`src/hw/rtl/iidl_pkg.sv`:
```
// package for the indexed insert/delete list
// holds the command and status codes, the transfer payload structs and the cell control struct
// no dependencies
`timescale 1ns / 1ps
`default_nettype none

package iidl_pkg;

   localparam int CAPACITY_DEFAULT = 64;

   localparam int DATA_W = 32;
   localparam int CMD_W  = 3;
   localparam int POS_W  = 7;
   localparam int LEN_W  = 7;
   localparam int STAT_W = 2;

   localparam logic [CMD_W-1:0] CMD_READ       = 3'd0;
   localparam logic [CMD_W-1:0] CMD_INS_HEAD   = 3'd1;
   localparam logic [CMD_W-1:0] CMD_INS_TAIL   = 3'd2;
   localparam logic [CMD_W-1:0] CMD_INS_POS    = 3'd3;
   localparam logic [CMD_W-1:0] CMD_DELETE_POS = 3'd4;

   localparam logic [STAT_W-1:0] ST_DONE  = 2'd0;
   localparam logic [STAT_W-1:0] ST_RANGE = 2'd1;
   localparam logic [STAT_W-1:0] ST_FULL  = 2'd2;

   typedef struct packed {
      logic [CMD_W-1:0]         command;
      logic [POS_W-1:0]         position;
      logic signed [DATA_W-1:0] value;
   } req_type;

   typedef struct packed {
      logic signed [DATA_W-1:0] read_value;
      logic [STAT_W-1:0]        status;
      logic [LEN_W-1:0]         length;
   } rsp_type;

   // broadcast to every cell of the chain
   typedef struct packed {
      logic insert;
      logic remove;
   } cell_ctl_type;

endpackage

`default_nettype wire

```
`src/hw/rtl/iidl_cell.sv`:
```
// one storage cell of the list chain
// shifts toward the tail on insert and toward the head on delete; depends on iidl_pkg
`timescale 1ns / 1ps
`default_nettype none

module iidl_cell
   import iidl_pkg::*;
#(
   parameter int CAPACITY = CAPACITY_DEFAULT,
   parameter int INDEX    = 0
) (
   input  wire logic                        clock,
   input  wire cell_ctl_type                ctl,
   input  wire logic [$clog2(CAPACITY)-1:0] pos,
   input  wire logic [DATA_W-1:0]           ins_value,
   input  wire logic [DATA_W-1:0]           left_data,
   input  wire logic [DATA_W-1:0]           right_data,
   output logic      [DATA_W-1:0]           data,
   output logic      [DATA_W-1:0]           rd_data
);

   localparam int IW = $clog2(CAPACITY);
   localparam logic [IW-1:0] MY_INDEX = IW'(INDEX);

   logic [DATA_W-1:0] data_ff;
   logic [DATA_W-1:0] data_in;

   always_comb begin
      data_in = data_ff;
      if (ctl.insert) begin
         if (MY_INDEX > pos) begin
            data_in = left_data;
         end else if (MY_INDEX == pos) begin
            data_in = ins_value;
         end
      end else if (ctl.remove) begin
         if (MY_INDEX >= pos) begin
            data_in = right_data;
         end
      end
   end

   always_ff @(posedge clock) begin
      data_ff <= data_in;
   end

   assign data    = data_ff;
   // only the addressed cell drives the read bus
   assign rd_data = (MY_INDEX == pos) ? data_ff : '0;

endmodule

`default_nettype wire

```
`config.mk`:
```
export PLATFORM = sky130hd
export DESIGN_NAME = iidl_cell
export DESIGN_NICKNAME = d
export VERILOG_FILES = /design/src/hw/rtl/iidl_pkg.sv /design/src/hw/rtl/iidl_cell.sv
export SDC_FILE = /design/constraint.sdc
export NUM_CORES = 1
export LEC_CHECK = 0
export CELL_PAD_IN_SITES_DETAIL_PLACEMENT = 0
export CELL_PAD_IN_SITES_GLOBAL_PLACEMENT = 1
export CORE_AREA = 2 2 68 64
export CTS_CLUSTER_SIZE = 8
export DETAILED_ROUTE_END_ITERATION = 10
export DIE_AREA = 0 0 70 66
export DONT_BUFFER_PORTS = 1
export PLACE_DENSITY = 0.77
export SYNTH_ARGS = -nofsm -noshare
export SYNTH_HDL_FRONTEND = slang
export SYNTH_SLANG_ARGS = --single-unit
```
`constraint.sdc`:
```
create_clock -name clock -period 1.9 [get_ports clock]
set_input_delay 0 -clock clock [delete_from_list [all_inputs] [get_ports clock]]
set_output_delay 0 -clock clock [all_outputs]
set_load 0.05 [all_outputs]
```
* Word level (Yosys, flattened, before mapping)
Cells that the tools add are included.
W data, S select, Z words.
** Storage, ports and cells
- Logic and storage cells :: 14
- Output and inout port bits :: 64
- Bits in registers :: 32
** Operators by class
- Mux-type cells :: 6
- Reduce and logical (&&, ||, !) cells :: 4
- Magnitude comparators :: 2
- Eq/ne operators :: 1
** Operators with widths (number)
- $mux W32 :: 6
- $ge A1 B6 Y1 const A :: 1
- $gt A1 B6 Y1 const A :: 1
- $logic_not A6 Y1 :: 1
- $reduce_bool A2 Y1 :: 2
- $ne A3 B1 Y1 const B :: 1
- $reduce_and A3 Y1 :: 1

* Logic depth before layout (Yosys ltp)
Gate-level depths: netlist of run 1.
- Word-level depth :: 4
- Mapped depth :: 3
- Gate-level depth less buffers :: 2

* Worst setup path before layout of run 1
OpenSTA, ideal clock, no wires.
- Path type :: input port to flip-flop
- Start point :: input pos[3]
- End point :: register data_ff[0], in the netlist data[0], enable pin
- Path buffers :: 1
- Arrival :: 1.295 ns
- Stages on the path :: 3
- Slack :: 0.218 ns
- Library setup time :: 0.387 ns
- Cells stage by stage :: nor4_4 -> buf_6 -> o211a_1
** On the way
- Word-level cells in the longest chain between the ends :: 3
- Elaborated cells on any way between the ends :: 6
- Classes of those cells :: order compare (2); eq/ne (1); reduce/logical (3)
** Ends and longest elaborated chain
- start: declaration :: RTL line iidl_cell.sv:14 : input wire logic [$clog2(CAPACITY)-1:0] pos,
- $gt A1 B6 Y1, or another cell as far along :: RTL line iidl_cell.sv:31 : if (MY_INDEX > pos) begin
- $ne A3 B1 Y1 (no source line) / $reduce_bool A2 Y1 (equally long branches)
- $reduce_and A3 Y1 (no source line) *
- end signal: assignment :: RTL line iidl_cell.sv:44 : data_ff <= data_in;
- end: declaration :: RTL line iidl_cell.sv:25 : logic [DATA_W-1:0] data_ff;
Every way passes the cells marked *; elsewhere a longest branch is shown, timed or not.
A chain may end at the register's enable or synchronous reset.

* Worst setup path after layout of run 1
- Start point :: register data_ff[0], in the netlist data[0]
- End point :: output rd_data[0]
** On the way
- Word-level cells in the longest chain between the ends :: 1
** Ends and longest elaborated chain
- $mux W32 :: RTL line iidl_cell.sv:49 : assign rd_data = (MY_INDEX == pos) ? data_ff : '0;
- end: declaration :: RTL line iidl_cell.sv:19 : output logic [DATA_W-1:0] rd_data
No other way between the ends.

==> results_dict.tcl, run 1 <==
set metrics [dict create \
    dr.first_iter.drc_count 60 \
    worstPathMaxFanout 2 \
    ys_ff_latch 32 \
    cts_buffer_depth 2 \
    post-cts-setup-buffer-count 0 \
    total_routed_length_mm 4.69 \
    grt_pass1_wl_mm 7.15 \
    final.period_utilization 0.745 \
    drc_errors 0 \
    count_of_buffers_inserted_at_the_top_level_ports 0 \
    fmax_mhz 707 \
    layout_commonest_cell "sky130_fd_sc_hd__dlygate4sd3_1" \
    area_growth_pct 63.7 \
    synthesis.instances 109 \
    count_of_vias_placed_by_the_detailed_router 1355 \
    grt_max_degree 34 \
    largest_register_ffs 32 \
    setup_viol_count_final 0 \
    worst_setup_hold_path_clk_slew_ns 0.07 \
    grt_antenna_before_repair 0 \
    cpLargestDelayFamily "flip-flops" \
    postSynthAreaPerCell_sq_um 14.9 \
    worst-slew-pin-transition_ns 0.515 \
    p_per_area_nw_per_um2 581 \
    row_count 22 \
    gp_routability_congestion 0.688 \
    power.leakage_nw 1.15 \
    grt_use_total 0.207 \
    route.antenna.remaining_nets 0 \
    crit_path_start_kind "register" \
    fin_crit_ns 1.41 \
    clock_sink_count 32 \
    pwr-share-clk 0.319 \
    initial_core_util 0.416 \
    setup_slack_ns 0.485 \
    placeableCoreArea_sq_um 3910 \
    comb_power_share 0.157 \
    synth.yosys.seq_area_share 0.591 \
    design.die.area_sq_um 4620 \
    die_x_microns 70 \
    placed_cells 189 \
    min_from "pos[0]" \
    worstHoldEndpoint "data[30]" \
    vdd.ir_drop.worst_uv 523 \
    wl_per_cell_microns 18.0 \
    yosysUniqueCellTypes 10 \
    maximum_capacitance_violations 0 \
    placement.setup.worst_slack_ns 0.713 \
    p_int_w 0.00121 \
    cts-root-buf "sky130_fd_sc_hd__clkbuf_8" \
    clock_tree_from_tritoncts "built" \
    cp.required_ns 1.90 \
    layout-drive-gt1-share 0.394 \
    mappedNetlistNets 214 \
    dp.final_hpwl_mm 2.57 \
    mappedNetlistArea_sq_um 1630 \
    grt_setup_unrepaired "no" \
    nNetsFinal 317 \
    critPathArrivalTime_ns 1.41 \
    finalHoldViolations 0 \
    seqPwrFrac 0.523 \
    timing.critical_path.to_type "primary output" \
    holdCritPathClass "in2reg" \
    status "complete, no violations" \
    antenna_cells 0 \
    hold_depth 3 \
    worstPathBufferInverterCount 0 \
    worst-setup-path-type "reg2out" \
    design.portCount 169 \
    overflow 0 \
    avgViaCountPerCell 5.19 \
    maxSlewHeadroom 0.657 \
    cts_max_level 2 \
    die_y_microns 66 \
    detail_route.first_pass.iterations 4 \
    timing.critical_path.slowest_stage_cell "sky130_fd_sc_hd__edfxtp_1" \
    cts_inserted_buffers 5 \
    first_global_vias 1453 \
    power.share.switching 0.216 \
    worst_path_largest_cell_delay_ns 0.67 \
    mostFrequentLayoutCells "sky130_fd_sc_hd__dlygate4sd3_1 (64), sky130_fd_sc_hd__buf_4 (42), sky130_fd_sc_hd__mux2_2 (32), sky130_fd_sc_hd__edfxtp_1 (32), sky130_fd_sc_hd__and3_1 (29)" \
    drv_slew 0 \
    fin_cells 261 \
    yosysWarningCount 0 \
    fin_setup_tns_ns 0 \
    timing.critical_path.cells "and3_2" \
    switchingPower_w 0.000334 \
]
-- cell families (layout without fill, tap and decap cells) --
logic type | count (synthesis) | in the layout | synth area share
compound gates | 1 | 1 | 0.00616
flops | 32 | 32 | 0.591
mux | 32 | 32 | 0.222
buf+inv | 10 | 114 | 0.0400
simple gates | 34 | 34 | 0.141
-- per-layer routing --
metal  GRT usage  part of all wire
met1       0.198              0.33
met2       0.413              0.58
met3      0.0716             0.075
met4      0.0697             0.012
met5           0                 0
-- cells in the mapped netlist --
cell type / n / share of area
sky130_fd_sc_hd__buf_2: 4 / 0.012
sky130_fd_sc_hd__nor4_4: 1 / 0.013
sky130_fd_sc_hd__o211a_1: 1 / 0.0062
sky130_fd_sc_hd__and3_2: 3 / 0.014
sky130_fd_sc_hd__clkbuf_1: 3 / 0.0069
sky130_fd_sc_hd__mux2_2: 32 / 0.22
sky130_fd_sc_hd__nor2_1: 1 / 0.0023
sky130_fd_sc_hd__and3_1: 29 / 0.11
sky130_fd_sc_hd__edfxtp_1: 32 / 0.59
sky130_fd_sc_hd__buf_6: 3 / 0.021
-- worst max path at each step --
stage | startpoint | end | cells after the start | slack [ns]
3_3_place_gp | pos[3] | data[8] | 3 | 0.73
5_1_grt | data[0] | rd_data[0] | 1 | 0.45
6_report | data[0] | rd_data[0] | 1 | 0.49
3_5_place_dp | pos[3] | data[11] | 3 | 0.71
4_1_cts | data[0] | rd_data[0] | 1 | 0.48
2_1_floorplan | pos[3] | data[0] | 3 | 0.22
-- layout make-up --
type	instances	area [sq um]
clock buffer	6	72.6
clock inverter	2	11.3
fill	291	1250
multi-input combinational	67	599
sequential	32	961
tap	48	60.1
timing repair buffer	106	956
-- power groups by stage --
stage	logic, W	registers, W	clock network [W]
floorplan	0.0000985	0.000830	0
global placement	0.000107	0.000824	0
detailed placement	0.000112	0.000824	0
CTS	0.000235	0.000809	0.000505
global route	0.000260	0.000809	0.000537
finish	0.000243	0.000809	0.000493
-- timing repair --
item | CTS | global route
resized for setup | 0 | 0
hold buffers | 64 | 0
hold endpoints to repair | 32 | 0
-- metrics by stage --
stage	cell area (sq um)	utilization	total power, W	hold WS [ns]
floorplan	1630	-	0.000928	0.220
global placement	1940	0.495	0.000931	0.221
detailed placement	1940	0.495	0.000936	0.224
CTS	2660	0.681	0.00155	0.321
global route	2660	0.681	0.00161	0.327
finish	2660	0.681	0.00155	0.322
(Power assumes the default switching activity.)
==> run 2: changes to the inputs <==
- CORE_AREA: 2 2 68 64 -> 2 2 72 67
- DIE_AREA: 0 0 70 66 -> 0 0 74 69
- PLACE_DENSITY: 0.77 -> 0.73
- clock period: 1.9 -> 1.2 ns (I/O delays scaled with it)
==> run 2 against run 1 <==
Compared with the run above:
- the flow now finishes with violations (negative hold slack)
- flip-flop and latch count unchanged
- total power increased by 75%
- critical path type unchanged
- critical path depth up 1
- final cell count up 16%
- highest routed layer unchanged
- critical endpoint is now rd_data[1]
- sequential share of layout area decreased by 7.5 points
==> results_dict.tcl, run 2 (synthesis gave the netlist of run 1 again) <==
set metrics [dict create \
    grt_max_degree 34 \
    fmax_mhz 913 \
    count_of_buffers_inserted_at_the_top_level_ports 0 \
    drv_slew 0 \
    area_growth_pct 107 \
    finalHoldViolations 32 \
    detail_route.first_pass.iterations 4 \
    cts_buffer_depth 2 \
    first_global_vias 1687 \
    gr-max-usage-layer "met2" \
    setup_viol_count_final 0 \
    cpLargestDelayFamily "flip-flops" \
    drc_errors 0 \
    count_of_vias_placed_by_the_detailed_router 1528 \
    avgViaCountPerCell 5.03 \
    grt_use_total 0.237 \
    layout.filler_cells 251 \
    timing.critical_path.to_type "primary output" \
    critPathArrivalTime_ns 1.09 \
    violations "negative hold slack" \
    dp.final_hpwl_mm 3.51 \
    clock_tree_from_tritoncts "built" \
    placeableCoreArea_sq_um 4350 \
    final.period_utilization 0.912 \
    cp.required_ns 1.20 \
    fin_setup_tns_ns 0 \
    cts-root-buf "sky130_fd_sc_hd__clkbuf_8" \
    die_y_microns 69 \
    overflow 0 \
    grt_setup_unrepaired "no" \
    route.antenna.remaining_nets 0 \
    largest_register_ffs 32 \
    status "finished, violations left" \
    timing.critical_path.cells "and3_2, buf_12" \
    met3_usage 0.0746 \
    worstPathBufferInverterCount 1 \
    multiInputGateArea_sq_um 609 \
    mostFrequentLayoutCells "sky130_fd_sc_hd__dlygate4sd3_1 (64), sky130_fd_sc_hd__buf_4 (37), sky130_fd_sc_hd__buf_12 (34)" \
    initial_core_util 0.374 \
    clock_sink_count 32 \
    worst-slew-pin-transition_ns 0.190 \
    design.portCount 169 \
    post-cts-setup-buffer-count 0 \
    cts_max_level 2 \
    design.die.area_sq_um 5110 \
    row_count 23 \
    holdCritPathClass "in2reg" \
    dr.first_iter.drc_count 64 \
    global_route.usage.met1 0.243 \
    grt_pass1_wl_mm 8.87 \
    grt_antenna_before_repair 0 \
    wl_per_cell_microns 19.3 \
    cts-resized-gates 0 \
    maxSlewHeadroom 0.872 \
    nNetsFinal 346 \
    layout_commonest_cell "sky130_fd_sc_hd__dlygate4sd3_1" \
    report.power.total_w 0.00270 \
    antenna_cells 0 \
    fin_hold_ws_ns -0.0544 \
    power.leakage_nw 1.39 \
    crit_path_start_kind "register" \
    worstPathMaxFanout 2 \
    gp_routability_congestion 0.706 \
    groute.layer.met2.usage 0.433 \
    worst_path_largest_cell_delay_ns 0.44 \
    maximum_capacitance_violations 0 \
    timing.critical_path.slowest_stage_cell "sky130_fd_sc_hd__edfxtp_1" \
    layout-drive-gt1-share 0.483 \
    total_routed_length_mm 5.88 \
    vdd.ir_drop.worst_uv 663 \
    area.sequential_sq_um 961 \
    p_per_area_nw_per_um2 805 \
    cts_inserted_buffers 5 \
    worst-setup-path-type "reg2out" \
    post_cts_hold_buffer_count 64 \
    fin_crit_ns 1.09 \
    worst_setup_hold_path_clk_slew_ns 0.07 \
    die_x_microns 74 \
]
[run 2: final timing paths]
kind	start	end	slack, ns	cells after the start
setup / recovery	data[1]	rd_data[1]	0.11	2
hold / removal	ctl[1]	data[5]	-0.05	1
[run 2: layer usage]
layer	up-vias	wire length (microns)	share of wire
met4	0	158	0.027
met3	17	501	0.085
met2	110	3180	0.54
met5	-	0	0
li1	680	-	-
met1	721	2040	0.35
[run 2: layout make-up]
type,instances,share of cell area
Multi-Input combinational cell,67,0.181
Timing Repair Buffer,135,0.476
Tap cell,62,0.0231
Clock inverter,3,0.0127
Sequential cell,32,0.286
Clock buffer,5,0.0205
[run 2: power breakdown]
group / total (W) / switching (W) / leakage (nW) / internal [W]
clock network: 0.00103 / 0.000418 / 0.0541 / 0.000614
logic: 0.000417 / 0.000153 / 1.05 / 0.000263
registers: 0.00125 / 0.00000549 / 0.288 / 0.00125
[run 2: per-stage QoR]
step / worst slack (ns) / area (sq um) / util / cells
3_3_place_gp: 0.135 / 2610 / 0.600 / 232
3_5_place_dp: 0.125 / 2610 / 0.600 / 232
4_1_cts: 0.0832 / 3360 / 0.773 / 304
2_1_floorplan: -0.0718 / 1630 / - / 109
6_report: 0.105 / 3360 / 0.773 / 304
5_1_grt: 0.0541 / 3360 / 0.773 / 304
==> run 3: changes to the inputs <==
- PLACE_DENSITY: 0.73 -> 0.8
- RECOVER_POWER: unset -> 25
- REMOVE_ABC_BUFFERS: unset -> 1
==> run 3 against run 2 <==
Compared with the run above:
- clock power down 28%
- fmax down 2.2%
- the flow still finishes with violations (negative hold slack)
- count of clock-buffer cells in the layout unchanged
- via count down 1.2%
- utilization down 2.5 points
- setup slack worse by 0.025 ns
- critical endpoint is now rd_data[21]
- flip-flop and latch count unchanged
- hold slack better by 0.015 ns
- sequential power about the same
- critical path type is now in2out
- design area down 3.2%
==> results_dict.tcl, run 3 (synthesis gave the netlist of run 1 again) <==
set metrics [dict create \
    status "finished, violations left" \
    violations "negative hold slack" \
    design.die.area_sq_um 5110 \
    p_per_area_nw_per_um2 740 \
    cts_max_level 2 \
    avgViaCountPerCell 5.05 \
    post-route-util 0.748 \
    timing.critical_path.cells "nor4_2, buf_4, and3_1, buf_12" \
    report.power.total_w 0.00240 \
    post_cts_hold_buffer_count 64 \
    crit_path_start_kind "input pin" \
    grt_setup_unrepaired "no" \
    worstPathBufferInverterCount 2 \
    total_routed_length_mm 5.89 \
    holdCritPathClass "in2reg" \
    cts-root-buf "sky130_fd_sc_hd__clkbuf_8" \
    fmax_mhz 893 \
    grt_max_degree 34 \
    route.antenna.remaining_nets 0 \
    layout_commonest_cell "sky130_fd_sc_hd__dlygate4sd3_1" \
    antenna_cells 0 \
    design.portCount 169 \
    layout-drive-gt1-share 0.456 \
    grt_antenna_before_repair 0 \
    clock_sink_count 32 \
    grt_use_total 0.225 \
    maximum_capacitance_violations 0 \
    setup_viol_count_final 0 \
    fin_cells 299 \
    wl_per_cell_microns 19.7 \
    worst-slew-pin-transition_ns 0.448 \
    vdd.ir_drop.worst_uv 611 \
    drc_errors 0 \
    finalHoldViolations 31 \
    dp.final_hpwl_mm 3.34 \
    dr.first_iter.drc_count 68 \
    nNetsFinal 342 \
    grt_pass1_wl_mm 8.60 \
    detail_route.first_pass.iterations 4 \
    die_x_microns 74 \
    first_global_vias 1691 \
    count_of_buffers_inserted_at_the_top_level_ports 0 \
    clock_tree_from_tritoncts "built" \
    placeableCoreArea_sq_um 4350 \
    die_y_microns 69 \
    fin_crit_ns 1.12 \
    min_from "ctl[1]" \
    timing.critical_path.slowest_stage_cell "sky130_fd_sc_hd__nor4_2" \
    critPathArrivalTime_ns 1.12 \
    power.leakage_nw 1.36 \
    worst_setup_hold_path_clk_slew_ns 0.06 \
    post-cts-setup-buffer-count 0 \
    placed_cells 228 \
    gp_routability_congestion 0.790 \
    cpLargestDelayFamily "simple AND/OR/NAND/NOR gates" \
    mostFrequentLayoutCells "sky130_fd_sc_hd__dlygate4sd3_1 (64), sky130_fd_sc_hd__buf_4 (34), sky130_fd_sc_hd__mux2_2 (32), sky130_fd_sc_hd__edfxtp_1 (32), sky130_fd_sc_hd__buf_12 (32)" \
    maxSlewHeadroom 0.701 \
    cts_buffer_depth 2 \
    cts_inserted_buffers 5 \
    final.period_utilization 0.933 \
    count_of_vias_placed_by_the_detailed_router 1509 \
    cp.required_ns 1.20 \
    drv_slew 0 \
    initial_core_util 0.374 \
    overflow 0 \
    fin_hold_ws_ns -0.0398 \
    worst-setup-path-type "in2out" \
    row_count 23 \
    worst_path_largest_cell_delay_ns 0.34 \
    timing.critical_path.to_type "primary output" \
    worstPathMaxFanout 32 \
    cp-startpoint "pos[3]" \
    largest_register_ffs 32 \
    area_growth_pct 99.9 \
    cts-resized-gates 0 \
]
## run 3: cell types whose count changed in the layout (fill, tap and decap cells not counted), sizes merged
cell      before  now
buf           71   66
clkbuf         5    6
clkinvlp       1    0
clkinv         1    2
bufinv         1    0
## run 3: per-stage QoR
stage	worst slack (ns)	setup TNS (ns)	area [sq um]
floorplan	-0.767	-27.08	1560
global placement	0.187	0	2550
detailed placement	0.164	0	2550
CTS	0.160	0	3270
global route	0.0558	0	3250
finish	0.0800	0	3250
## run 3: power by group
part / total (W) / switching (W) / internal (W)
clock network: 0.000739 / 0.000357 / 0.000382
logic: 0.000408 / 0.000152 / 0.000256
registers: 0.00126 / 0.00000530 / 0.00125
total: 0.00240 / 0.000515 / 0.00189
## run 3: worst paths after layout
path,cells past startpoint,slack [ns],to
hold / removal,1,-0.04,data[26]
setup / recovery,4,0.08,rd_data[21]
## run 3: final cells by class
| class | instances | area, sq um |
|---|---|---|
| tap | 62 | 77.6 |
| fill | 263 | 1100 |
| clock buffer | 5 | 68.8 |
| timing repair buffer | 131 | 1540 |
| sequential | 32 | 961 |
| multi-input combinational | 67 | 591 |
| clock inverter | 2 | 7.51 |
## run 3: layer usage
layer | vias to the layer above | global-route usage | share of wire | wire [microns]
li1 | 674 | - | - | -
met1 | 725 | 0.224 | 0.33 | 1950
met2 | 93 | 0.430 | 0.56 | 3320
met3 | 17 | 0.0482 | 0.072 | 426
met4 | 0 | 0.0970 | 0.032 | 186
met5 | - | 0 | 0 | 0
